**config.mk**
```make
export PLATFORM = sky130hd
export DESIGN_NAME = dpdl_drive
export DESIGN_NICKNAME = d
export VERILOG_FILES = /design/src/sv/dpdl_pkg.sv /design/src/sv/dpdl_drive.sv
export SDC_FILE = /design/constraint.sdc
export NUM_CORES = 1
export LEC_CHECK = 0
export ABC_CLOCK_PERIOD_IN_PS = 11700
export BUFFER_PORTS_ARGS = -buffer_cell sky130_fd_sc_hd__buf_2
export CORE_MARGIN = 2
export CORE_UTILIZATION = 38
export CTS_BUF_LIST = sky130_fd_sc_hd__clkbuf_8
export CTS_CLUSTER_DIAMETER = 120
export DETAILED_ROUTE_END_ITERATION = 10
export GPL_TIMING_DRIVEN = 0
export MAX_ROUTING_LAYER = met4
export PLACE_DENSITY = 0.65
export SYNTH_ARGS = -nofsm -noshare
export SYNTH_HDL_FRONTEND = slang
export SYNTH_SLANG_ARGS = --single-unit
export TNS_END_PERCENT = 1
```
**constraint.sdc**
```tcl
create_clock -name clk -period 11.7 [get_ports clk]
set_input_delay 1.755 -clock clk [delete_from_list [all_inputs] [get_ports clk]]
set_output_delay 1.755 -clock clk [all_outputs]
set_load 0.01 [all_outputs]
```
**src/sv/dpdl_pkg.sv**
```systemverilog
package dpdl_pkg;

	localparam int CNT_W     = 16;
	localparam int GAIN_W    = 16;
	localparam int BAND_W    = 8;
	localparam int DRV_W     = 32;
	localparam int FRAC_W    = 12;

	// heading error, distance error and its step, in whole counts
	localparam int E_W       = 18;
	localparam int D_W       = 17;
	localparam int DD_W      = 18;
	localparam int EDIFF_W   = 19;

	// products and sums, exact but for the heading correction, which drops FRAC_W bits
	localparam int HP_W      = E_W + GAIN_W + 1;
	localparam int HV_W      = EDIFF_W + GAIN_W + 1;
	localparam int HACC_W    = HV_W + 1;
	localparam int HCORR_W   = HACC_W - FRAC_W;
	localparam int DP_W      = D_W + GAIN_W + 1;
	localparam int DV_W      = DD_W + GAIN_W + 1;
	localparam int DACC_W    = DV_W + 1;
	localparam int DSUM_W    = DACC_W + 2;

	localparam int CFG_IDX_W = 3;

	typedef enum logic [CFG_IDX_W-1:0] {
		REG_GOAL_DISTANCE = 3'd0,
		REG_GOAL_ANGLE    = 3'd1,
		REG_HEADING_KP    = 3'd2,
		REG_HEADING_KD    = 3'd3,
		REG_DISTANCE_KP   = 3'd4,
		REG_DISTANCE_KD   = 3'd5,
		REG_DONE_BAND     = 3'd6
	} cfg_idx_t;

	localparam logic [GAIN_W-1:0] RST_HEADING_KP  = 16'd410;
	localparam logic [GAIN_W-1:0] RST_HEADING_KD  = 16'd819;
	localparam logic [GAIN_W-1:0] RST_DISTANCE_KP = 16'd1229;
	localparam logic [GAIN_W-1:0] RST_DISTANCE_KD = 16'd1229;
	localparam logic [BAND_W-1:0] RST_DONE_BAND   = 8'd2;

	typedef struct packed {
		logic signed [CNT_W-1:0] goal_distance;
		logic signed [CNT_W-1:0] goal_angle;
		logic [GAIN_W-1:0]       heading_kp;
		logic [GAIN_W-1:0]       heading_kd;
		logic [GAIN_W-1:0]       distance_kp;
		logic [GAIN_W-1:0]       distance_kd;
		logic [BAND_W-1:0]       done_band;
	} cfg_t;

	// load strobes, one per pipeline stage
	typedef struct packed {
		logic s1;
		logic s2;
		logic s3;
		logic s4;
		logic s5;
		logic s6;
	} stage_en_t;

	typedef struct packed {
		logic heading;
		logic distance;
	} flags_t;

endpackage

```
**src/sv/dpdl_drive.sv**
```systemverilog
module dpdl_drive (
	input  logic                                    clk,
	input  dpdl_pkg::stage_en_t                     en,
	input  logic                                    func_s5,
	input  logic signed [dpdl_pkg::HCORR_W-1:0]     hcorr_s5,
	input  logic signed [dpdl_pkg::DACC_W-1:0]      dacc_s5,
	input  dpdl_pkg::flags_t                        flags_s5,
	output logic signed [dpdl_pkg::DRV_W-1:0]       left_drive_s6,
	output logic signed [dpdl_pkg::DRV_W-1:0]       right_drive_s6,
	output dpdl_pkg::flags_t                        flags_s6
);

	localparam int DSUM_W = dpdl_pkg::DSUM_W;
	localparam int DRV_W  = dpdl_pkg::DRV_W;

	logic signed [DSUM_W-1:0] hshift;
	logic signed [DSUM_W-1:0] lsum;
	logic signed [DSUM_W-1:0] rsum;

	function automatic logic signed [DRV_W-1:0] clamp(input logic signed [DSUM_W-1:0] v);
		logic fits;
		fits = (v[DSUM_W-1:DRV_W-1] == '0) || (v[DSUM_W-1:DRV_W-1] == '1);
		if (fits)
			clamp = v[DRV_W-1:0];
		else if (v[DSUM_W-1])
			clamp = {1'b1, {(DRV_W-1){1'b0}}};
		else
			clamp = {1'b0, {(DRV_W-1){1'b1}}};
	endfunction

	always_comb begin
		hshift = DSUM_W'($signed({hcorr_s5, {dpdl_pkg::FRAC_W{1'b0}}}));
		lsum   = DSUM_W'(dacc_s5) + hshift;
		rsum   = DSUM_W'(dacc_s5) - hshift;
	end

	always_ff @(posedge clk) begin
		if (en.s6) begin
			left_drive_s6  <= func_s5 ? '0 : clamp(lsum);
			right_drive_s6 <= func_s5 ? '0 : clamp(rsum);
			flags_s6       <= flags_s5;
		end
	end

endmodule

```
; After elaboration in Yosys (flattened, before gate mapping)
; Cells that the tools add are included.
[totals]
out_inout_bits = 66
wordCells = 16
latch_bits = 0
ff_bits = 66
rom_bits = 0
mem_bits_rw = 0
memories = 0
in_bits = 71
[classes]
n_mul = 0
muxes = 4
n_shift = 0
div_mod_pow = 0
bitwise = 0
eq_ne = 2
addsub = 2
n_reduce_logical = 4
order_cmp = 0
[ops]
columns = op, n
row1 = 32-bit 2-to-1 mux, 4
row2 = 36-bit by 37-bit adder with 38-bit output, 1
row3 = 36-bit by 37-bit subtractor with 38-bit output, 1
row4 = 7-bit == test (second input constant), 2
row5 = 7-bit logical NOT, 2
row6 = 1-bit logical OR, 2

; Logic depth before layout (Yosys ltp)
[logic_depth]
ltp_word = 4
depth_mapped = 15
ltp_nobuf = 14

; Worst setup path after synthesis
; No wires, ideal clock.
[synth_path]
path_kind = input-to-reg
startpoint = input port hcorr_s5[9] in the netlist's numbering
endpoint = register right_drive_s6[24] in the netlist's numbering (data pin)
required_ps = 11421
n_path_buf = 2
path_stages = 13
setup_time_ps = 279
arrival_time_ps = 4856
setup_slack_ps = 6566
cell_sequence = inv_1 -> ha_1 -> buf_2 -> nand4_1 -> or4_1 -> a2111oi_4 -> nor2_1 -> o32ai_1 -> xor2_1 -> or4b_4 -> nand3b_2 -> buf_6 -> o41ai_2
[synth_between]
elab_chain_cells = 4
word_cells_on_any_way = 6
classes_between = add/sub: 1 / eq/ne: 1 / mux: 2 / reduce/logical: 2
[synth_lines]
columns = item, line
row1 = "start, declared", dpdl_drive.sv:5  ; input logic signed [dpdl_pkg::HCORR_W-1:0] hcorr_s5,
row2 = 36-bit by 37-bit subtractor with 38-bit output (*), dpdl_drive.sv:34  ; rsum = DSUM_W'(dacc_s5) - hshift;
row3 = 7-bit == test or 7-bit logical NOT (tied branches), dpdl_drive.sv:22  ; fits = (v[DSUM_W-1:DRV_W-1] == '0) || (v[DSUM_W-1:DRV_W-1] == '1);
row4 = 1-bit logical OR, dpdl_drive.sv:22
row5 = 32-bit 2-to-1 mux (*), dpdl_drive.sv:23  ; if (fits)
row6 = "end signal, assigned", dpdl_drive.sv:40  ; right_drive_s6 <= func_s5 ? '0 : clamp(rsum);
row7 = "end, declared", dpdl_drive.sv:9  ; output logic signed [dpdl_pkg::DRV_W-1:0] right_drive_s6,
; Every way passes the cells marked *; elsewhere a longest branch is shown, timed or not.
; A chain may end at the register's enable or synchronous reset.

; Final worst setup path
[layout_path]
startpoint = input port hcorr_s5[2] in the netlist's numbering
endpoint = register left_drive_s6[27] in the netlist's numbering (data pin)
[layout_between]
elab_chain_cells = 4
word_cells_on_any_way = 6
classes_between = add/sub: 1 / eq/ne: 1 / mux: 2 / reduce/logical: 2
[layout_lines]
columns = item, line
row1 = 36-bit by 37-bit adder with 38-bit output (*), dpdl_drive.sv:33  ; lsum = DSUM_W'(dacc_s5) + hshift;
row2 = 7-bit == test or 7-bit logical NOT (tied branches), dpdl_drive.sv:22
row3 = 1-bit logical OR, dpdl_drive.sv:22
row4 = 32-bit 2-to-1 mux (*), dpdl_drive.sv:23
row5 = "end signal, assigned", dpdl_drive.sv:39  ; left_drive_s6 <= func_s5 ? '0 : clamp(lsum);
row6 = "end, declared", dpdl_drive.sv:8  ; output logic signed [dpdl_pkg::DRV_W-1:0] left_drive_s6,
; Marked as above.

==> reports/metrics.cfg <==
[setup_path]
path_cells = buf_2, inv_1, ha_1, buf_2, nor3_1, o21ai_0, a21boi_0, o41ai_2, o311ai_1, a21boi_0, xnor2_1, or4_1, a21bo_2, buf_2, buf_2, a21oi_1
crit_required_ns = 11.77
worstSetupPathType = in -> reg
slowest_delay_ns = 0.56
worstPathMaxFanout = 10
start_kind = input pin
cpMostUsedCell = buf_2
crit_arrival_ns = 5.67
end_kind = flip-flop
slowest_stage = or4_1

[yosys]
ys_ff_latch = 66
synth_nets = 727
avgSynthCellArea_um2 = 9.376
synth_cell_types = 67
async_reset_ff_frac = 0
yosysTopAreaCell = edfxtp_1
ys_warn_count = 0
syn_area_um2 = 5663
ys_seq_area_frac = 0.3500
synthFlopType = edfxtp_1
syn-instance-count = 604
yosys.area.top_type_share = 0.3500
synth_edf_count = 66
synthTopCellsByArea = edfxtp_1 35%, ha_1 11%, a21oi_1 5.5%, xnor2_1 5.4%, o31ai_2 3.3%

[die]
die_h_um = 126.1
floorplan.initialDensity = 0.3896
coreArea_um2 = 14530
io_pins = 137
die_x_um = 126.1
num_rows = 44
dieArea_um2 = 15890

[job]
cap_viol_max_count = 0

[clocking]
postCtsSetupBuffers = 0
cts-root-buf = clkbuf_8
clkTransAtPathRegs_ns = 0.07
post_cts_resized = 0
cts_tree = done
cts_buffers = 9
h-tree-depth = 3
ctsHoldBuffers = 0
cts_buffer_depth = 2
clkSinkCount = 66

[sta]
setup_violations = 0
relSlewSlack = 0.4144
slew_viol_final = 0
rsz0062_at_grt = false
fin_crit_ns = 5.604
worst_pin_slew_ns = 0.8783
period_share = 0.4790
fin_ws_ns = 6.096
max_freq_mhz = 178.5
hold_violations = 0
fin_tns_setup_ns = 0

[run_status]
status = finished, final reports clean

[global_routing]
grt_overflow = 0
gr-usage-met3 = 0.02634
grt.met1_usage = 0.2798
grt_max_degree = 67
grt_use_met2 = 0.3359
first_global_vias = 5011
antenna_found_initial = 0
busiest_layer = met2
grt_first_pass_wirelength_um = 25880
grtUsageTotal = 0.2105

[power]
leakage_nw = 2.835
ir_drop_v = 0.00004723
cellPowerDensity_nw_per_um2 = 113.5

[min_path]
hp-start = flags_s5[0]
hold_class = in -> reg
whs_endpoint = flags_s6[0]$_DFFE_PP_
min_delay_path_depth = 1

[place]
numPortBuffers = 130
pre_cts_slack_ns = 5.812
gp_congestion = 0.8808
dp_hpwl_um = 13260

[routing]
drtIter0Drc = 393
wirelength_um = 16550
routed_via_density = 5.510
drc = 0
firstDrtPassIters = 5
wl_per_cell_um = 17.74
final_antenna_net_count = 0
vias = 5141

[final_layout]
diodes = 0
drive_above_1_share = 0.2590
final_core_util = 0.4631
final_net_count = 868
fillers = 1465
syn_to_final_growth_pct = 18.85

-- cell usage in the layout, fill, tap and decap left out, types with 15 or more instances in the layout --
| cell type | instances |
|---|---|
| a21oi_1 | 62 |
| buf_2 | 142 |
| clkbuf_1 | 16 |
| edfxtp_1 | 66 |
| ha_1 | 50 |
| inv_1 | 46 |
| nand2_1 | 24 |
| nand2b_1 | 17 |
| nor2_1 | 38 |
| o21a_1 | 17 |
| o21ai_0 | 33 |
| o31ai_2 | 15 |
| xnor2_1 | 35 |
-- cells in the mapped netlist, types with 8 or more instances --
library cell and n:
a21o_1 11, a21oi_1 62, buf_2 13, clkbuf_1 16, edfxtp_1 66, ha_1 50
inv_1 45, nand2_1 24, nand2b_1 17, nand3_1 8, nor2_1 38, nor2b_1 12
nor3_1 9, nor4_1 12, o21a_1 17, o21ai_0 33, o31ai_1 8, o31ai_2 15
xnor2_1 35
-- registers in the layout, indices dropped and copies added, names as in the netlist --
signal	flops
flags_s6	2
right_drive_s6	32
left_drive_s6	32
-- cell type report --
class	count	area [um2]	share of cell area
Tap cell	184	230.2	0.03421
Timing Repair Buffer	130	653.1	0.09704
Sequential cell	66	1982	0.2945
Multi-Input combinational cell	455	3313	0.4923
Inverter	48	182.7	0.02714
Clock inverter	6	60.06	0.008924
Clock buffer	9	123.9	0.01840
Buffer	35	185.2	0.02751
-- through the flow --
step | total power (W) | instance area, um2 | std cells | hold slack [ns]
after floorplan | 0.0004853 | 5663 | 604 | 1.854
after global placement | 0.0005761 | 6544 | 918 | 1.935
after detailed placement | 0.0005808 | 6546 | 918 | 1.941
after CTS | 0.0007685 | 6730 | 933 | 1.571
after global routing | 0.0008058 | 6730 | 933 | 1.577
final | 0.0007640 | 6730 | 933 | 1.597
-- cell families (layout without fill, tap and decap cells) --
| logic type | count (synthesis) | after routing | share of synthesized area |
|---|---|---|---|
| and+or+nand+nor | 156 | 156 | 0.1476 |
| xor gates and xnor gates | 39 | 39 | 0.06032 |
| DFF | 66 | 66 | 0.3500 |
| AOI/OAI and AO/OA | 208 | 208 | 0.2596 |
| buffers and inverters | 83 | 228 | 0.06496 |
| adders and majority gates | 52 | 52 | 0.1175 |
-- worst max-delay path: cells and delay by family --
family	cells	cell delay [ns]
AOI/OAI and AO/OA	7	1.93
xor gates and xnor gates	1	0.19
adders and majority gates	1	0.27
buffers and inverters	5	0.79
and+or+nand+nor	2	0.74
-- how the worst max path moves through the flow --
stage | startpoint | slack (ns) | cells after the start | end
floorplan | hcorr_s5[9] | 6.57 | 13 | right_drive_s6[24]$_SDFFCE_PP0P_
global placement | hcorr_s5[16] | 5.81 | 16 | left_drive_s6[28]$_SDFFCE_PP0P_
detailed placement | hcorr_s5[2] | 5.81 | 16 | left_drive_s6[28]$_SDFFCE_PP0P_
CTS | hcorr_s5[2] | 6.19 | 16 | left_drive_s6[27]$_SDFFCE_PP0P_
global route | hcorr_s5[16] | 5.88 | 16 | left_drive_s6[27]$_SDFFCE_PP0P_
finish | hcorr_s5[2] | 6.10 | 16 | left_drive_s6[27]$_SDFFCE_PP0P_
-- report_power, final --
part | leakage, nW | switching (W) | total, W | internal [W]
combinational | 2.10 | 0.000172 | 0.000278 | 0.000106
clock | 0.0963 | 0.0000902 | 0.000186 | 0.0000960
sequential | 0.640 | 0.00000695 | 0.000300 | 0.000293
total | 2.83 | 0.000269 | 0.000764 | 0.000495
-- per-layer routing --
| layer | part of all wire | vias up |
|---|---|---|
| li1 | - | 2504 |
| met1 | 0.47 | 2425 |
| met2 | 0.45 | 191 |
| met3 | 0.056 | 21 |
| met4 | 0.020 | 0 |
| met5 | 0 | - |
Note: power is estimated with default switching activity, not from simulation.
