$ cat src/sv/dpdl_pkg.sv
package dpdl_pkg;

	localparam int CNT_W     = 16;
	localparam int GAIN_W    = 16;
	localparam int BAND_W    = 8;
	localparam int DRV_W     = 32;
	localparam int FRAC_W    = 12;

	// heading error, distance error and its step, in whole counts
	localparam int E_W       = 18;
	localparam int D_W       = 17;
	localparam int DD_W      = 18;
	localparam int EDIFF_W   = 19;

	// products and sums, exact but for the heading correction, which drops FRAC_W bits
	localparam int HP_W      = E_W + GAIN_W + 1;
	localparam int HV_W      = EDIFF_W + GAIN_W + 1;
	localparam int HACC_W    = HV_W + 1;
	localparam int HCORR_W   = HACC_W - FRAC_W;
	localparam int DP_W      = D_W + GAIN_W + 1;
	localparam int DV_W      = DD_W + GAIN_W + 1;
	localparam int DACC_W    = DV_W + 1;
	localparam int DSUM_W    = DACC_W + 2;

	localparam int CFG_IDX_W = 3;

	typedef enum logic [CFG_IDX_W-1:0] {
		REG_GOAL_DISTANCE = 3'd0,
		REG_GOAL_ANGLE    = 3'd1,
		REG_HEADING_KP    = 3'd2,
		REG_HEADING_KD    = 3'd3,
		REG_DISTANCE_KP   = 3'd4,
		REG_DISTANCE_KD   = 3'd5,
		REG_DONE_BAND     = 3'd6
	} cfg_idx_t;

	localparam logic [GAIN_W-1:0] RST_HEADING_KP  = 16'd410;
	localparam logic [GAIN_W-1:0] RST_HEADING_KD  = 16'd819;
	localparam logic [GAIN_W-1:0] RST_DISTANCE_KP = 16'd1229;
	localparam logic [GAIN_W-1:0] RST_DISTANCE_KD = 16'd1229;
	localparam logic [BAND_W-1:0] RST_DONE_BAND   = 8'd2;

	typedef struct packed {
		logic signed [CNT_W-1:0] goal_distance;
		logic signed [CNT_W-1:0] goal_angle;
		logic [GAIN_W-1:0]       heading_kp;
		logic [GAIN_W-1:0]       heading_kd;
		logic [GAIN_W-1:0]       distance_kp;
		logic [GAIN_W-1:0]       distance_kd;
		logic [BAND_W-1:0]       done_band;
	} cfg_t;

	// load strobes, one per pipeline stage
	typedef struct packed {
		logic s1;
		logic s2;
		logic s3;
		logic s4;
		logic s5;
		logic s6;
	} stage_en_t;

	typedef struct packed {
		logic heading;
		logic distance;
	} flags_t;

endpackage

$ cat src/sv/dpdl_front.sv
module dpdl_front #(
	parameter int HISTORY_DEPTH = 10
) (
	input  logic                                    clk,
	input  logic                                    arst_n,
	input  dpdl_pkg::stage_en_t                     en,
	input  dpdl_pkg::cfg_t                          cfg_regs,
	input  logic                                    func,
	input  logic signed [dpdl_pkg::CNT_W-1:0]       left_count,
	input  logic signed [dpdl_pkg::CNT_W-1:0]       right_count,
	output logic                                    func_s2,
	output logic signed [dpdl_pkg::E_W-1:0]         e_s2,
	output logic signed [dpdl_pkg::D_W-1:0]         d_s2,
	output logic signed [dpdl_pkg::DD_W-1:0]        dd_s2,
	output logic [dpdl_pkg::E_W+$clog2(HISTORY_DEPTH)-2:0] sum_mag_s2,
	output logic                                    sum_neg_s2,
	output dpdl_pkg::flags_t                        flags_s2
);

	localparam int E_W   = dpdl_pkg::E_W;
	localparam int D_W   = dpdl_pkg::D_W;
	localparam int SUM_W = E_W + $clog2(HISTORY_DEPTH);
	localparam int MAG_W = SUM_W - 1;

	logic                          func_s1;
	logic signed [dpdl_pkg::CNT_W-1:0] left_s1;
	logic signed [dpdl_pkg::CNT_W-1:0] right_s1;

	logic signed [E_W-1:0]   hist_q [HISTORY_DEPTH];
	logic signed [SUM_W-1:0] sum_q;
	logic signed [D_W-1:0]   prev_q;
	dpdl_pkg::flags_t        flags_q;

	logic signed [D_W-1:0]   lr_diff;
	logic signed [D_W-1:0]   lr_sum;
	logic signed [D_W-1:0]   lr_sum_adj;
	logic signed [dpdl_pkg::CNT_W-1:0] lr_half;
	logic signed [E_W-1:0]   e;
	logic signed [D_W-1:0]   d;
	logic [E_W-1:0]          e_mag;
	logic [D_W-1:0]          d_mag;
	logic signed [SUM_W-1:0] sum_abs;
	dpdl_pkg::flags_t        flags_new;

	always_ff @(posedge clk) begin
		if (en.s1) begin
			func_s1  <= func;
			left_s1  <= left_count;
			right_s1 <= right_count;
		end
	end

	always_comb begin
		lr_diff    = D_W'(left_s1) - D_W'(right_s1);
		lr_sum     = D_W'(left_s1) + D_W'(right_s1);
		// halve towards zero
		lr_sum_adj = lr_sum + D_W'({1'b0, lr_sum[D_W-1]});
		lr_half    = lr_sum_adj[D_W-1:1];
		e          = E_W'($signed(cfg_regs.goal_angle)) - E_W'(lr_diff);
		d          = D_W'($signed(cfg_regs.goal_distance)) - D_W'(lr_half);
		e_mag      = e[E_W-1] ? E_W'(-e) : E_W'(e);
		d_mag      = d[D_W-1] ? D_W'(-d) : D_W'(d);
		sum_abs    = sum_q[SUM_W-1] ? -sum_q : sum_q;
		flags_new.heading  = flags_q.heading  || (e_mag < E_W'(cfg_regs.done_band));
		flags_new.distance = flags_q.distance || (d_mag < D_W'(cfg_regs.done_band));
	end

	always_ff @(posedge clk or negedge arst_n) begin
		if (!arst_n) begin
			for (int k = 0; k < HISTORY_DEPTH; k++)
				hist_q[k] <= '0;
			sum_q   <= '0;
			prev_q  <= '0;
			flags_q <= '0;
		end else if (en.s2) begin
			if (func_s1) begin
				for (int k = 0; k < HISTORY_DEPTH; k++)
					hist_q[k] <= '0;
				sum_q   <= '0;
				prev_q  <= '0;
				flags_q <= '0;
			end else begin
				for (int k = 1; k < HISTORY_DEPTH; k++)
					hist_q[k] <= hist_q[k-1];
				hist_q[0] <= e;
				sum_q     <= sum_q + SUM_W'(e) - SUM_W'(hist_q[HISTORY_DEPTH-1]);
				prev_q    <= d;
				flags_q   <= flags_new;
			end
		end
	end

	// the mean uses the sum as it stood before this item
	always_ff @(posedge clk) begin
		if (en.s2) begin
			func_s2    <= func_s1;
			e_s2       <= e;
			d_s2       <= d;
			dd_s2      <= dpdl_pkg::DD_W'(d) - dpdl_pkg::DD_W'(prev_q);
			sum_mag_s2 <= sum_abs[MAG_W-1:0];
			sum_neg_s2 <= sum_q[SUM_W-1];
			flags_s2   <= func_s1 ? '0 : flags_new;
		end
	end

endmodule

$ cat config.mk
export PLATFORM = sky130hd
export DESIGN_NAME = dpdl_front
export DESIGN_NICKNAME = d
export VERILOG_FILES = /design/src/sv/dpdl_pkg.sv /design/src/sv/dpdl_front.sv
export SDC_FILE = /design/constraint.sdc
export NUM_CORES = 1
export LEC_CHECK = 0
export ABC_CLOCK_PERIOD_IN_PS = 18090
export CAP_MARGIN = 15
export CELL_PAD_IN_SITES_DETAIL_PLACEMENT = 2
export CELL_PAD_IN_SITES_GLOBAL_PLACEMENT = 2
export CORE_UTILIZATION = 45
export CTS_CLUSTER_DIAMETER = 150
export CTS_CLUSTER_SIZE = 10
export DETAILED_ROUTE_END_ITERATION = 8
export DONT_BUFFER_PORTS = 1
export GPL_TIMING_DRIVEN = 0
export PLACE_DENSITY_LB_ADDON = 0.15
export SYNTH_ARGS = -nofsm -noshare
export SYNTH_HDL_FRONTEND = slang
export SYNTH_SLANG_ARGS = --single-unit
$ cat constraint.sdc
create_clock -name clk -period 18.09 [get_ports clk]
set_input_delay 2.7135 -clock clk [delete_from_list [all_inputs] [get_ports clk]]
set_output_delay 2.7135 -clock clk [all_outputs]
set_load 0.02 [all_outputs]
---- Word-level counts from Yosys, hierarchy flattened ----
Index checks and enable logic that the tools add are counted.
word-level totals
  register bits ........................... 332
  bits in latches ......................... 0
  RAM bits ................................ 0
  memory bits (read-only) ................. 0
  input bits .............................. 145
  output and inout bits ................... 78
  logic and storage cells ................. 47
  memories kept ........................... 0
operators by class
  $add $sub $neg .......................... 11
  multiply operators ...................... 0
  div/mod/pow operators ................... 0
  order comparisons ....................... 2
  eq/ne operators ......................... 0
  shift-type cells ........................ 0
  mux-type cells .......................... 7
  bitwise gates (word level) .............. 0
  reductions and logical operators ........ 2
operators with widths
  kind              count
  $mux 180          1
  $mux 17           2
  $sub 16x16->17    2
  $add 22x18->22    1
  $mux 22           1
  $sub 22x18->22    1
  $mux 21           1
  $neg 21->21       1
  $lt 18x8->1       1
  $mux 18           1
  $neg 18->18       1
  $sub 16x17->18    1
  $sub 17x17->18    1
  $add 16x16->17    1
  $add 17x1->17     1
  $lt 17x8->1       1
  $neg 17->17       1
  $logic_or 1x1->1  2
  $mux 2            1

---- Depth between registers and ports, before layout ----
  depth after elaboration ................. 8
  gate-level depth with buffers ........... 38
  gate-level depth less buffers ........... 36

---- Worst setup path before layout ----
No wires, ideal clock.
  path type ............................... input to register
  start ................................... in cfg_regs[73] in the netlist's numbering
  end ..................................... reg sum_q[21]
  setup time .............................. 0.141 ns
  arrival time ............................ 7.472 ns
  data required time ...................... 17.949 ns
  setup slack ............................. 10.477 ns
  cell stages on the path ................. 24
  path buffers ............................ 1
  cells stage by stage .................... inv_1 fa_1 inv_1 fa_1 a21oi_2 o311ai_4 o211ai_1 a21boi_1 or2_1 buf_2 inv_1 fa_1 ha_1 a21o_1 a21o_1 a2111o_1 a211oi_1 o31ai_1 a21o_1 a21o_1 nand2_1 a21oi_1 xnor2_1 o22ai_1
on the way
  word-level cells in the longest chain between the ends .. 4
ends and longest elaborated chain
  item                  line              source
  start, declared       dpdl_front.sv:7   input dpdl_pkg::cfg_t cfg_regs,
  $sub 16x17->18        dpdl_front.sv:59  e = E_W'($signed(cfg_regs.goal_angle)) - E_W'(lr_diff);
  net e[12]             dpdl_front.sv:38  logic signed [E_W-1:0] e;
  $add 22x18->22        dpdl_front.sv:86  sum_q <= sum_q + SUM_W'(e) - SUM_W'(hist_q[HISTORY_DEPTH-1]);
  $sub 22x18->22        dpdl_front.sv:86
  $mux 22               dpdl_front.sv:76  if (func_s1) begin
  end signal, assigned  dpdl_front.sv:86
  end, declared         dpdl_front.sv:30  logic signed [SUM_W-1:0] sum_q;
The timed path passes the listed nets, and every way through them passes these cells.
A chain may end at the register's enable or synchronous reset.

---- Worst setup path in the final report ----
  start ................................... reg left_s1[0] in the netlist's numbering
  end ..................................... reg flags_s2[0] in the netlist's numbering (data pin)
on the way
  word-level cells in the longest chain between the ends .. 8
ends and longest elaborated chain
  item                    line               source
  start, declared         dpdl_front.sv:26   logic signed [dpdl_pkg::CNT_W-1:0] left_s1;
  start signal, assigned  dpdl_front.sv:48   left_s1 <= left_count;
  $add 16x16->17 (*)      dpdl_front.sv:55   lr_sum = D_W'(left_s1) + D_W'(right_s1);
  $add 17x1->17 (*)       dpdl_front.sv:57   lr_sum_adj = lr_sum + D_W'({1'b0, lr_sum[D_W-1]});
  $sub 16x16->17 (*)      dpdl_front.sv:60   d = D_W'($signed(cfg_regs.goal_distance)) - D_W'(lr_half);
  $neg 17->17             dpdl_front.sv:62   d_mag = d[D_W-1] ? D_W'(-d) : D_W'(d);
  $mux 17 (*)             dpdl_front.sv:62
  $lt 17x8->1 (*)         dpdl_front.sv:65   flags_new.distance = flags_q.distance || (d_mag < D_W'(cfg_regs.done_band));
  $logic_or 1x1->1 (*)    dpdl_front.sv:65
  $mux 2 (*)              -
  end signal, assigned    dpdl_front.sv:102  flags_s2 <= func_s1 ? '0 : flags_new;
  end, declared           dpdl_front.sv:17   output dpdl_pkg::flags_t flags_s2
Every way passes the cells marked *; elsewhere a longest branch is shown, timed or not.

==> run metrics <==
core area=42300 um^2; worst clock skew=0.0241 ns; Yosys reg bits=332; Lkg Pwr=8.84 nW; dpl cell area=20200 um^2; Max-Cap Viols=0; min-delay src=hist_q[147]$_DFFE_PN0P_; I/O pins=223; critical path required time=18.48 ns; gpl congestion=0.889; Synth Instances=1965; Num CTS Buffers=39; Worst Tran Pin Value=1.13 ns; htree depth=2; design area=21300 um^2; die area=44100 um^2; synth top area cells=dfrtp_1 28%, edfxtp_1 17%, ha_1 6.7%, inv_1 6.5%, o21ai_0 5.6%; dpl hpwl=45500 um; fin crit period=9.26 ns; Setup Crit Path Kind=reg2reg; Rows=75; clock sinks=332; register clock-pin slew on the reported worst setup and hold paths=0.08 ns; antenna-violating nets left=0; Fillers=4388; # hold bufs at CTS=0; crit share post-route=0.512; PortBufs=0; largest net degree at the start of global routing=222; CP max stage delay=0.57 ns; CTS tree=yes; Area growth, synth to finish=9.42%; slowest CP cell=a311oi_2; GR peak layer=met2; DIE HEIGHT=210 um; cell taking the most area after synthesis=dfrtp_1; top-count cell post-synth=inv_1; status=completed; routing usage on met2=0.505; Synth top cells by count=335 x inv_1, 221 x dfrtp_1, 218 x o21ai_0; Syn Nets=2255; Tot Pwr=0.00375 W; Die Wd=210 um; Max VDD drop=0.108 mV; number of synthesized flops with an enable pin=111; drt drc=0; post-DR vias/cell=5.63; max-slew violation count=0; Synth Flop Type=dfrtp_1; Synth top area share=0.284; Worst setup SP type=flip-flop; cts repair resizes=0; drt wl/cell=23.0 um; final hold vios=0; Worst slew margin=0.244; drt first pass iters=5; drt total wl=59900 um; antenna violations before repair=4; Starting Density=0.460; met3 usage=0.0551; global-route wire length before repair=95400 um; Fin Hold WS=0.521 ns; number of synthesis warnings=0; share of the yosys chip area belonging to registers=0.455; setup bufs post-CTS=0; crit path DAT=9.65 ns; GRT Util Overall=0.279; setup violators final=0; Worst Setup SP=left_s1[0]$_DFFE_PP_; Max clock buf depth=3; crit end category=flip-flop; Fmax=0.108 GHz; setup TNS=0 ns; clk_lat worst skew=0.57 ns; GR Overflow Total=0; number of global-route vias before repair=16700; worst r2r src=left_s1[0]$_DFFE_PP_; met1 Use GR=0.329; Root Driver=clkbuf_16; worst min path class=reg2reg; Synth Cell Area=19500 um^2; Async SR Flop Fraction=0.666; Initial DRC Count=721; nets=2297; share of layout cells above drive strength 1=0.0562; synth unique cells=105; P per Cell Area=176 nW/um^2; syn avg cell area=9.92 um^2; total number of vias=14700; RSZ-0062 raised after global routing=false; worst-path fanout max=10
worst max-delay path, delay by kind of cell, from the launching register on:
kind                       cells  cell delay, ns
and+or+nand+nor               10            1.44
xor gates and xnor gates       1            0.20
DFF                            1            0.45
buffers and inverters          4            1.10
AOI/OAI and AO/OA             18            4.52
adders and majority gates      5            1.34
metrics by stage:
stage,worst slack (ns),std cells,utilization
6_report,8.83,2606,0.504
5_1_grt,8.27,2606,0.504
4_1_cts,8.77,2604,0.504
3_5_place_dp,8.87,2542,0.477
3_3_place_gp,9.28,2542,0.477
2_1_floorplan,10.48,1965,-
layer usage:
layer / wire (um) / share of wire
met1: 24500 / 0.41
met2: 31000 / 0.52
met3: 2460 / 0.041
met4: 1980 / 0.033
met5: 35 / 0.00058
cell type report:
class | instances | area (um^2) | area share
buffer | 84 | 364 | 0.0171
inverter | 338 | 1270 | 0.0595
sequential | 332 | 8860 | 0.416
tap | 577 | 722 | 0.0339
antenna | 1 | 2.50 | 0.000117
timing repair buffer | 1 | 5.00 | 0.000235
multi-input combinational | 1211 | 8990 | 0.422
clock inverter | 3 | 33.8 | 0.00158
clock buffer | 59 | 1070 | 0.0503
power breakdown:
part	total (W)	internal [W]	switching [W]	leakage (nW)
Sequential	0.00116	0.000975	0.000186	4.11
Combinational	0.00186	0.000736	0.00113	4.20
Clock	0.000726	0.000407	0.000319	0.531
Total	0.00375	0.00212	0.00163	8.84
flip-flops by register name (all words and copies together) (netlist names):
signal / cells
d_s2: 17
hist_q: 180
left_s1: 16
sum_q: 22
sum_mag_s2: 21
dd_s2: 18
e_s2: 18
flags_s2: 2
func_s1: 1
prev_q: 17
sum_neg_s2: 1
func_s2: 1
right_s1: 16
flags_q: 2
placed cells by master, fill, tap and decap left out, types with 5 or more instances in the layout:
| cell | count |
|---|---|
| a21oi_2 | 6 |
| nand4_1 | 7 |
| a21oi_1 | 51 |
| or2_2 | 10 |
| nor3b_1 | 5 |
| a211oi_1 | 9 |
| o211ai_1 | 9 |
| nand2b_1 | 15 |
| nand2_1 | 77 |
| and3_1 | 13 |
| inv_1 | 335 |
| o21a_1 | 22 |
| fa_1 | 40 |
| clkbuf_16 | 40 |
| a21o_1 | 18 |
| a22o_1 | 5 |
| and2_1 | 7 |
| o31a_1 | 8 |
| o21ai_0 | 218 |
| nor3_1 | 25 |
| nor2b_1 | 13 |
| o21bai_1 | 9 |
| a31oi_1 | 7 |
| nand3b_1 | 48 |
| dfrtp_1 | 221 |
| nor2_1 | 71 |
| a21boi_0 | 5 |
| o31ai_1 | 17 |
| ha_1 | 105 |
| edfxtp_1 | 111 |
| buf_2 | 5 |
| or3_1 | 129 |
| clkbuf_1 | 88 |
| xor2_1 | 33 |
| o22ai_1 | 30 |
| xnor2_1 | 67 |
| nand3_1 | 25 |
cell families (layout without fill, tap and decap cells):
group           Yosys count  count (layout)  share of synthesized area
compound gates          482             482                      0.160
xor+xnor                104             104                     0.0494
fa+ha+maj               148             148                      0.110
buf+inv                 422             485                     0.0838
flops                   332             332                      0.455
mux                       5               5                    0.00270
other cells               0               1                          0
simple gates            472             472                      0.139
worst paths after layout:
path | end | cells past startpoint | slack (ns)
worst max-delay path | flags_s2[0]$_DFFE_PP_ | 38 | 8.83
worst min-delay path | hist_q[129]$_DFFE_PN0P_ | 2 | 0.52
worst max register to register | flags_s2[0]$_DFFE_PP_ | 38 | 8.83
worst min register to register | hist_q[129]$_DFFE_PN0P_ | 2 | 0.52
max in group asynchronous | prev_q[3]$_DFFE_PN0P_ | 0 | 15.79
min in group asynchronous | hist_q[14]$_DFFE_PN0P_ | 0 | 1.85
No activity file was read; power rests on OpenSTA's default activity.
