### src/sv/dpdl_pkg.sv
package dpdl_pkg;

	localparam int CNT_W     = 16;
	localparam int GAIN_W    = 16;
	localparam int BAND_W    = 8;
	localparam int DRV_W     = 32;
	localparam int FRAC_W    = 12;

	// heading error, distance error and its step, in whole counts
	localparam int E_W       = 18;
	localparam int D_W       = 17;
	localparam int DD_W      = 18;
	localparam int EDIFF_W   = 19;

	// products and sums, exact but for the heading correction, which drops FRAC_W bits
	localparam int HP_W      = E_W + GAIN_W + 1;
	localparam int HV_W      = EDIFF_W + GAIN_W + 1;
	localparam int HACC_W    = HV_W + 1;
	localparam int HCORR_W   = HACC_W - FRAC_W;
	localparam int DP_W      = D_W + GAIN_W + 1;
	localparam int DV_W      = DD_W + GAIN_W + 1;
	localparam int DACC_W    = DV_W + 1;
	localparam int DSUM_W    = DACC_W + 2;

	localparam int CFG_IDX_W = 3;

	typedef enum logic [CFG_IDX_W-1:0] {
		REG_GOAL_DISTANCE = 3'd0,
		REG_GOAL_ANGLE    = 3'd1,
		REG_HEADING_KP    = 3'd2,
		REG_HEADING_KD    = 3'd3,
		REG_DISTANCE_KP   = 3'd4,
		REG_DISTANCE_KD   = 3'd5,
		REG_DONE_BAND     = 3'd6
	} cfg_idx_t;

	localparam logic [GAIN_W-1:0] RST_HEADING_KP  = 16'd410;
	localparam logic [GAIN_W-1:0] RST_HEADING_KD  = 16'd819;
	localparam logic [GAIN_W-1:0] RST_DISTANCE_KP = 16'd1229;
	localparam logic [GAIN_W-1:0] RST_DISTANCE_KD = 16'd1229;
	localparam logic [BAND_W-1:0] RST_DONE_BAND   = 8'd2;

	typedef struct packed {
		logic signed [CNT_W-1:0] goal_distance;
		logic signed [CNT_W-1:0] goal_angle;
		logic [GAIN_W-1:0]       heading_kp;
		logic [GAIN_W-1:0]       heading_kd;
		logic [GAIN_W-1:0]       distance_kp;
		logic [GAIN_W-1:0]       distance_kd;
		logic [BAND_W-1:0]       done_band;
	} cfg_t;

	// load strobes, one per pipeline stage
	typedef struct packed {
		logic s1;
		logic s2;
		logic s3;
		logic s4;
		logic s5;
		logic s6;
	} stage_en_t;

	typedef struct packed {
		logic heading;
		logic distance;
	} flags_t;

endpackage

### src/sv/dpdl_cfg.sv
module dpdl_cfg (
	input  logic                              clk,
	input  logic                              arst_n,
	input  logic                              cfg_valid,
	output logic                              cfg_ready,
	input  logic [dpdl_pkg::CFG_IDX_W-1:0]    cfg_index,
	input  logic [dpdl_pkg::GAIN_W-1:0]       cfg_data,
	output dpdl_pkg::cfg_t                    cfg_regs
);

	assign cfg_ready = 1'b1;

	always_ff @(posedge clk or negedge arst_n) begin
		if (!arst_n) begin
			cfg_regs.goal_distance <= '0;
			cfg_regs.goal_angle    <= '0;
			cfg_regs.heading_kp    <= dpdl_pkg::RST_HEADING_KP;
			cfg_regs.heading_kd    <= dpdl_pkg::RST_HEADING_KD;
			cfg_regs.distance_kp   <= dpdl_pkg::RST_DISTANCE_KP;
			cfg_regs.distance_kd   <= dpdl_pkg::RST_DISTANCE_KD;
			cfg_regs.done_band     <= dpdl_pkg::RST_DONE_BAND;
		end else if (cfg_valid) begin
			case (dpdl_pkg::cfg_idx_t'(cfg_index))
				dpdl_pkg::REG_GOAL_DISTANCE: cfg_regs.goal_distance <= cfg_data;
				dpdl_pkg::REG_GOAL_ANGLE:    cfg_regs.goal_angle    <= cfg_data;
				dpdl_pkg::REG_HEADING_KP:    cfg_regs.heading_kp    <= cfg_data;
				dpdl_pkg::REG_HEADING_KD:    cfg_regs.heading_kd    <= cfg_data;
				dpdl_pkg::REG_DISTANCE_KP:   cfg_regs.distance_kp   <= cfg_data;
				dpdl_pkg::REG_DISTANCE_KD:   cfg_regs.distance_kd   <= cfg_data;
				dpdl_pkg::REG_DONE_BAND:
					cfg_regs.done_band <= cfg_data[dpdl_pkg::BAND_W-1:0];
				default: ;
			endcase
		end
	end

endmodule

### config.mk
export PLATFORM = sky130hd
export DESIGN_NAME = dpdl_cfg
export DESIGN_NICKNAME = d
export VERILOG_FILES = /design/src/sv/dpdl_pkg.sv /design/src/sv/dpdl_cfg.sv
export SDC_FILE = /design/constraint.sdc
export NUM_CORES = 1
export LEC_CHECK = 0
export ABC_AREA = 1
export BUFFER_PORTS_ARGS = -buffer_cell sky130_fd_sc_hd__buf_4
export CORE_UTILIZATION = 51
export CTS_CLUSTER_DIAMETER = 40
export DETAILED_ROUTE_END_ITERATION = 10
export PLACE_DENSITY = 0.79
export RECOVER_POWER = 100
export SLEW_MARGIN = 30
export SYNTH_ARGS = -nofsm -noshare
export SYNTH_HDL_FRONTEND = slang
export SYNTH_SLANG_ARGS = --single-unit
### constraint.sdc
create_clock -name clk -period 1 [get_ports clk]
set_clock_uncertainty 0.15 [all_clocks]
set_input_delay 0.1 -clock clk [delete_from_list [all_inputs] [get_ports clk]]
set_output_delay 0.1 -clock clk [all_outputs]
set_load 0.05 [all_outputs]
* Yosys cells after proc, flatten, opt, wreduce, memory -nomap -nowiden *
Index checks and enable logic that the tools add are counted.

word-level totals
  register bits = 104
  input bits = 22
  output and inout port bits = 105
  logic and storage cells = 21

cells by class
  eq/ne operators = 6
  reductions and logical operators = 8

operator list
  cell                  count
  $reduce_and A2 Y1     7
  $eq A3 B3 Y1 const B  3
  $eq A3 B2 Y1 const B  2
  $eq A3 B1 Y1 const B  1
  $logic_not A3 Y1      1

* Depth between registers and ports, before layout *
Gate-level depths: netlist (run 1).

  depth after elaboration = 2
  mapped depth = 6
  mapped depth without buffers = 5

* Worst setup path before layout (run 1) *
Ideal clock, no wire load.

  path kind = input-to-reg
  from = input port cfg_valid
  to = register cfg_regs[100] (netlist bit)
  library setup time = 0.119 ns
  arrival time = 0.782 ns
  data required time = 0.731 ns
  setup slack = -0.051 ns
  stages on the path = 6
  buffers on the path = 1
  cells stage by stage = inv_1 > nor2_4 > nand2_1 > buf_4 > nand2_1 > nand2_1

on the way
  longest elaborated chain between the ends = 1

ends and longest elaborated chain
  what                         line           source
  start, declared              dpdl_cfg.sv:4  input logic cfg_valid,
  $reduce_and A2 Y1 (no line)  --
  end, declared                dpdl_cfg.sv:8  output dpdl_pkg::cfg_t cfg_regs

No other way between the ends.
A chain may end at the register's enable or synchronous reset.

* Worst setup path after layout (run 1) *
  from = register cfg_regs[34] (netlist bit)
  to = output port cfg_regs[34] (netlist bit)

No word-level cell between the ends.

==> flow_metrics.env, run 1 <==
export IMPL_netlist_area_leader_share_pct=47.9
export IMPL_pwr_share_comb_pct=44.6
export IMPL_place_congestion=0.800
export IMPL_firstDrtPassIters=5
export IMPL_tns_ns=-23.85
export IMPL_crit_path_top_delay_cell="dfstp_2"
export IMPL_start_util_pct=53.5
export IMPL_switching_share_pct=41.8
export IMPL_regToRegSetupSlack_ns=-0.12
export IMPL_rr_endpoint="cfg_regs[84]"
export IMPL_area_delta_synth_final_pct=57.6
export IMPL_cp_arrival_ns=1.11
export IMPL_num_antenna_cells=0
export IMPL_worst_setup_path_type="reg -> out"
export IMPL_worst_ep_required_time_ns=0.75
export IMPL_ir_drop_mv=1.39
export IMPL_hold_buffers=17
export IMPL_vias_per_cell=5.27
export IMPL_drt_wl_total_um=13600
export IMPL_avgSynthCellArea_um2=9.05
export IMPL_violations="setup timing"
export IMPL_end_kind="output pin"
export IMPL_insertion_delay_ns=0.38
export IMPL_setup_viol=116
export IMPL_ys_seq_area_share_pct=63.0
export IMPL_critPathLaunchType="register"
export IMPL_io_pins=127
export IMPL_row_count=32
export IMPL_nNetsFinal=691
export IMPL_dp_hpwl_um=7850
export IMPL_multi_input_comb_area_um2=1410
export IMPL_fin_hold_ws_ns=0.00929
export IMPL_min_path_type="in -> reg"
export IMPL_clkTransAtPathRegs_ns=0.10
export IMPL_synth_area_top_cells="dfrtp_1 48%, nand2_1 23%, dfstp_2 15%"
export IMPL_pre_cts_ws_ns=-0.236
export IMPL_p_per_area_nw_per_um2=2310
export IMPL_grt_pass1_vias=3966
export IMPL_period_share_pct=136
export IMPL_power_switching_w=0.00636
export IMPL_drcViolationCount=0
export IMPL_hp_start="cfg_index[2]"
export IMPL_core_area_um2=7810
export IMPL_wl_per_cell_um=17.5
export IMPL_die_w_um=92.5
export IMPL_status="finished with violations"
export IMPL_cts_root_buf="clkbuf_8"
export IMPL_die_h_um=92.5
export IMPL_r2r_start="cfg_regs[84]"
export IMPL_antenna_found_initial=0
export IMPL_r2r_cells=4
export IMPL_synth_cell_types=16
export IMPL_cts_tree="built"
export IMPL_critical_path_top_delay_family="flip-flops"
export IMPL_slowest_delay_ns=0.59
export IMPL_seq_power_share_pct=38.3
export IMPL_grt_pass1_wl_um=20700
export IMPL_track_usage_pct=32.1
export IMPL_fmax_mhz=733
export IMPL_top_register="cfg_regs"
export IMPL_clkSinkCount=104
export IMPL_largest_reg_flops=104
export IMPL_cts_max_path_buffers=2
export IMPL_die_area_um2=8560
export IMPL_seq_area_um2=2630
export IMPL_layout_setup_ws_ns=-0.363
export IMPL_cp_num_buf_inv=1
export IMPL_grt_overflow_total=0
export IMPL_biggestRegsByFlops="cfg_regs (104)"
export IMPL_grt_max_degree=38
export IMPL_vias=4092
export IMPL_htree_num_levels=3
export IMPL_p_int_w=0.00886
export IMPL_synth_nets=484
export IMPL_port_buffers=125
export IMPL_yosys_warnings=0
export IMPL_finalHoldViolCount=0
export IMPL_clkPwrFrac_pct=17.1
export IMPL_total_leakage_power_nw=3.54
export IMPL_path_cells="buf_8"
export IMPL_numCtsBuffers=9
export IMPL_final_common_cell="nand2_1"
export IMPL_fillers=433
export IMPL_syn_inst=462
export IMPL_hold_depth=5
export IMPL_ys_ff_latch=104
export IMPL_final_max_slew_viol_count=0
export IMPL_min_period_ns=1.36
export IMPL_yosys_area_top_type="dfrtp_1"
export IMPL_final_cell_mix="250 x nand2_1, 84 x buf_6, 80 x dfrtp_1, 64 x nand3_1, 42 x buf_4"
export IMPL_drtAntennaViolNets=0
export IMPL_drt_iter0_drc=253
export IMPL_min_to="cfg_regs[72]"
export IMPL_layout_drive_gt1_share_pct=37.7
export IMPL_synth_area_um2=4180
export IMPL_max_cap_viol_count=0
export IMPL_rsz0062_at_grt="yes"
export IMPL_worst_path_max_fanout=2
[per-layer routing]
metal  vias to the layer above  global-route usage (%)  part of all wire (%)
met5                         -                       0                     0
met2                       243                    54.8                    51
li1                       1846                       -                     -
met1                      1970                    40.6                    38
met4                         0                    10.4                   2.7
met3                        33                    7.39                   9.2
[worst reg2reg max path, stage by stage, from the launching register on]
cell     delay [ns]
dfrtp_1        0.43
buf_4          0.15
buf_4          0.12
nand2_1        0.07
nand2_1        0.08
[worst max-delay path by stage]
stage          depth (start not counted)       endpoint  slack (ns)    startpoint
2_1_floorplan                          6   cfg_regs[46]       -0.02     cfg_valid
3_3_place_gp                           5   cfg_regs[99]       -0.18  cfg_index[0]
3_5_place_dp                           5  cfg_regs[101]       -0.24  cfg_index[0]
4_1_cts                                1   cfg_regs[31]       -0.36  cfg_regs[31]
5_1_grt                                1   cfg_regs[31]       -0.37  cfg_regs[31]
6_report                               1   cfg_regs[34]       -0.36  cfg_regs[34]
[per-stage QoR]
step | power [W] | utilization [%] | cell area [µm²] | cells
after global routing | 0.0158 | 84.4 | 6590 | 776
after floorplan | 0.00921 | - | 4200 | 462
final | 0.0152 | 84.4 | 6590 | 776
after detailed placement | 0.0111 | 69.1 | 5390 | 691
after CTS | 0.0148 | 82.3 | 6430 | 751
after global placement | 0.0110 | 69.1 | 5390 | 691
[synthesized netlist by cell type]
master,count
inv_1,4
buf_4,5
nand2_1,255
dfstp_2,24
nor2_2,2
dfrtp_1,80
inv_2,2
nor2_1,1
buf_2,12
buf_6,3
nor2_8,1
nand2_4,2
nand2_2,3
nor2_4,3
nand3_1,64
conb_1,1
[cells by family after synthesis]
| kind of cell | synth area share, % |
|---|---|
| buffers and inverters | 3.68 |
| other | 0.0897 |
| DFF | 63.0 |
| and+or+nand+nor | 33.2 |
[power groups by stage]
stage / Sequential, W / Clock, W / Combinational, W
3_3_place_gp: 0.00566 / 0 / 0.00536
4_1_cts: 0.00579 / 0.00261 / 0.00643
6_report: 0.00584 / 0.00260 / 0.00679
3_5_place_dp: 0.00569 / 0 / 0.00544
5_1_grt: 0.00589 / 0.00279 / 0.00710
2_1_floorplan: 0.00844 / 0 / 0.000769
[layout make-up]
| class | instances | area share (%) |
|---|---|---|
| Sequential cell | 104 | 40.0 |
| Multi-Input combinational cell | 332 | 21.4 |
| Tap cell | 102 | 1.94 |
| Timing Repair Buffer | 216 | 33.5 |
| Inverter | 6 | 0.342 |
| Clock buffer | 10 | 1.94 |
| Clock inverter | 6 | 0.931 |
[timing repair]
item / in CTS / in global routing
resized for setup: 126 / 10
endpoints found under the hold margin: 208 / 8
setup endpoints to repair: 104 / 106
pin swaps: 0 / 2
setup buffers: 27 / 26
Power figures use the tool's default switching activity.
==> inputs of run 2 (changes only) <==
--- a/config.mk
+++ b/config.mk
@@ -12,6 +12,7 @@
 export DETAILED_ROUTE_END_ITERATION = 10
 export PLACE_DENSITY = 0.79
 export RECOVER_POWER = 100
+export SETUP_SLACK_MARGIN = 0.5
 export SLEW_MARGIN = 30
 export SYNTH_ARGS = -nofsm -noshare
 export SYNTH_HDL_FRONTEND = slang
==> run 2 against run 1 <==
Against the previous run: the run ends with hold timing, setup timing left; register-to-register slack hardly changed; global-route usage rose by 3.5 points; first-iteration DRC count rose to 3.1 times the previous value; die area is the same; cell count up 0.77%; combinational power rose by 16%; core utilization is 11 points higher; design area grew 13%; hold slack worse by 0.65 ns; largest cell class unchanged.
==> flow_metrics.env, run 2 (same netlist as run 1, synthesis figures left out) <==
export IMPL_p_per_area_nw_per_um2=2320
export IMPL_grt_pass1_wl_um=22700
export IMPL_cts_max_path_buffers=2
export IMPL_num_antenna_cells=0
export IMPL_final_max_slew_viol_count=0
export IMPL_grt_pass1_vias=4251
export IMPL_period_share_pct=142
export IMPL_vias_per_cell=6.48
export IMPL_area_delta_synth_final_pct=77.3
export IMPL_start_util_pct=53.5
export IMPL_worst_ep_required_time_ns=0.75
export IMPL_fmax_mhz=704
export IMPL_drt_wl_total_um=22300
export IMPL_crit_path_top_delay_cell="dfstp_2"
export IMPL_drcViolationCount=0
export IMPL_end_kind="output pin"
export IMPL_largest_reg_flops=104
export IMPL_path_cells="buf_8"
export IMPL_critPathLaunchType="register"
export IMPL_wl_per_cell_um=28.5
export IMPL_numCtsBuffers=9
export IMPL_layout_drive_gt1_share_pct=65.9
export IMPL_worst_setup_path_type="reg -> out"
export IMPL_die_w_um=92.5
export IMPL_drt_iter0_drc=783
export IMPL_clkTransAtPathRegs_ns=0.12
export IMPL_port_buffers=125
export IMPL_cts_tree="built"
export IMPL_critical_path_top_delay_family="flip-flops"
export IMPL_row_count=32
export IMPL_biggestRegsByFlops="cfg_regs (104)"
export IMPL_cp_num_buf_inv=1
export IMPL_grt_max_degree=40
export IMPL_post_route_util_pct=94.9
export IMPL_track_usage_pct=35.6
export IMPL_min_period_ns=1.42
export IMPL_vias=5071
export IMPL_worstMarginPinSlew_ns=0.968
export IMPL_total_leakage_power_nw=3.59
export IMPL_status="finished with violations"
export IMPL_layout_setup_ws_ns=-0.420
export IMPL_die_h_um=92.5
export IMPL_fin_hold_ws_ns=-0.645
export IMPL_clkSinkCount=104
export IMPL_final_common_cell="nand2_1"
export IMPL_die_area_um2=8560
export IMPL_nNetsFinal=697
export IMPL_violations="hold timing, setup timing"
export IMPL_htree_num_levels=3
export IMPL_slowest_delay_ns=0.61
export IMPL_worst_path_max_fanout=2
export IMPL_grt_overflow_total=0
export IMPL_max_cap_viol_count=0
export IMPL_fillers=164
export IMPL_ir_drop_mv=2.05
export IMPL_setup_viol=133
export IMPL_finalHoldViolCount=183
export IMPL_dp_hpwl_um=8280
export IMPL_io_pins=127
export IMPL_place_congestion=0.809
export IMPL_p_total_w=0.0172
export IMPL_insertion_delay_ns=0.40
export IMPL_cp_arrival_ns=1.17
export IMPL_slew_headroom_pct=35.5
export IMPL_antenna_found_initial=1
export IMPL_min_path_type="in -> async"
export IMPL_drtAntennaViolNets=0
export IMPL_rsz0062_at_grt="yes"
export IMPL_cts_root_buf="clkbuf_8"
export IMPL_top_register="cfg_regs"
export IMPL_core_area_um2=7810
export IMPL_final_cell_mix="177 x nand2_1, 135 x buf_6, 79 x dfrtp_2, 68 x nand2_2, 50 x nand3_1"
export IMPL_firstDrtPassIters=8
[run 2: changes by cell type in the layout (fill, tap and decap cells not counted), moves of 12 or more]
cell           previous run  this run
buf_6                    84       135
clkbuf_2                 17         5
clkbuf_4                 25         2
dfrtp_1                  80         1
dfrtp_2                   0        79
dlygate4sd3_1            17         0
nand2_1                 250       177
nand2_2                   7        68
nand3_1                  64        50
nand3_2                   0        14
[run 2: final timing paths]
| path | start | endpoint | slack [ns] | depth (start not counted) |
|---|---|---|---|---|
| setup / recovery | cfg_regs[45] | cfg_regs[45] | -0.42 | 1 |
| hold / removal | arst_n | cfg_regs[7] | -0.64 | 1 |
| setup reg to reg | cfg_regs[30] | cfg_regs[30] | -0.13 | 3 |
| hold reg to reg | cfg_regs[26] | cfg_regs[26] | 0.34 | 2 |
| max in group asynchronous | arst_n | cfg_regs[103] | 0.09 | 2 |
| min in group clk | cfg_data[6] | cfg_regs[14] | -0.15 | 3 |
[run 2: final cells by class]
cell class | instances | area, µm² | area share, %
timing repair buffer | 218 | 2440 | 32.9
tap | 102 | 128 | 1.72
clock buffer | 9 | 124 | 1.67
multi-input combinational | 336 | 1850 | 24.9
clock inverter | 7 | 100 | 1.35
inverter | 6 | 41.3 | 0.557
sequential | 104 | 2730 | 36.9
[run 2: metrics by stage]
step / TNS [ns] / hold WS (ns) / std cells / setup slack [ns] / area [µm²]
after floorplan: -0.384 / -0.346 / 462 / -0.0159 / 4430
after global placement: -11.43 / -0.230 / 694 / -0.168 / 5630
after detailed placement: -14.77 / -0.229 / 694 / -0.205 / 5630
after CTS: -23.96 / -0.625 / 734 / -0.339 / 6690
after global routing: -34.48 / -0.649 / 782 / -0.421 / 7410
final: -29.90 / -0.645 / 782 / -0.420 / 7410
[run 2: timing repair]
action                                 CTS  global route
setup buffers                           24            44
gates resized for setup                176           130
endpoints found under the hold margin  208           208
setup endpoints to repair              208           208
cloned                                   0             4
pin swaps                               36            59
[run 2: power breakdown]
part,internal (W),switching [W]
registers,0.00525,0.000893
logic,0.00299,0.00490
clock network,0.00144,0.00174
[run 2: routing by layer]
layer	part of all wire, %	GRT usage (%)
met4	9.9	19.7
met2	46	59.8
met5	0	0
met1	32	44.0
met3	12	5.83
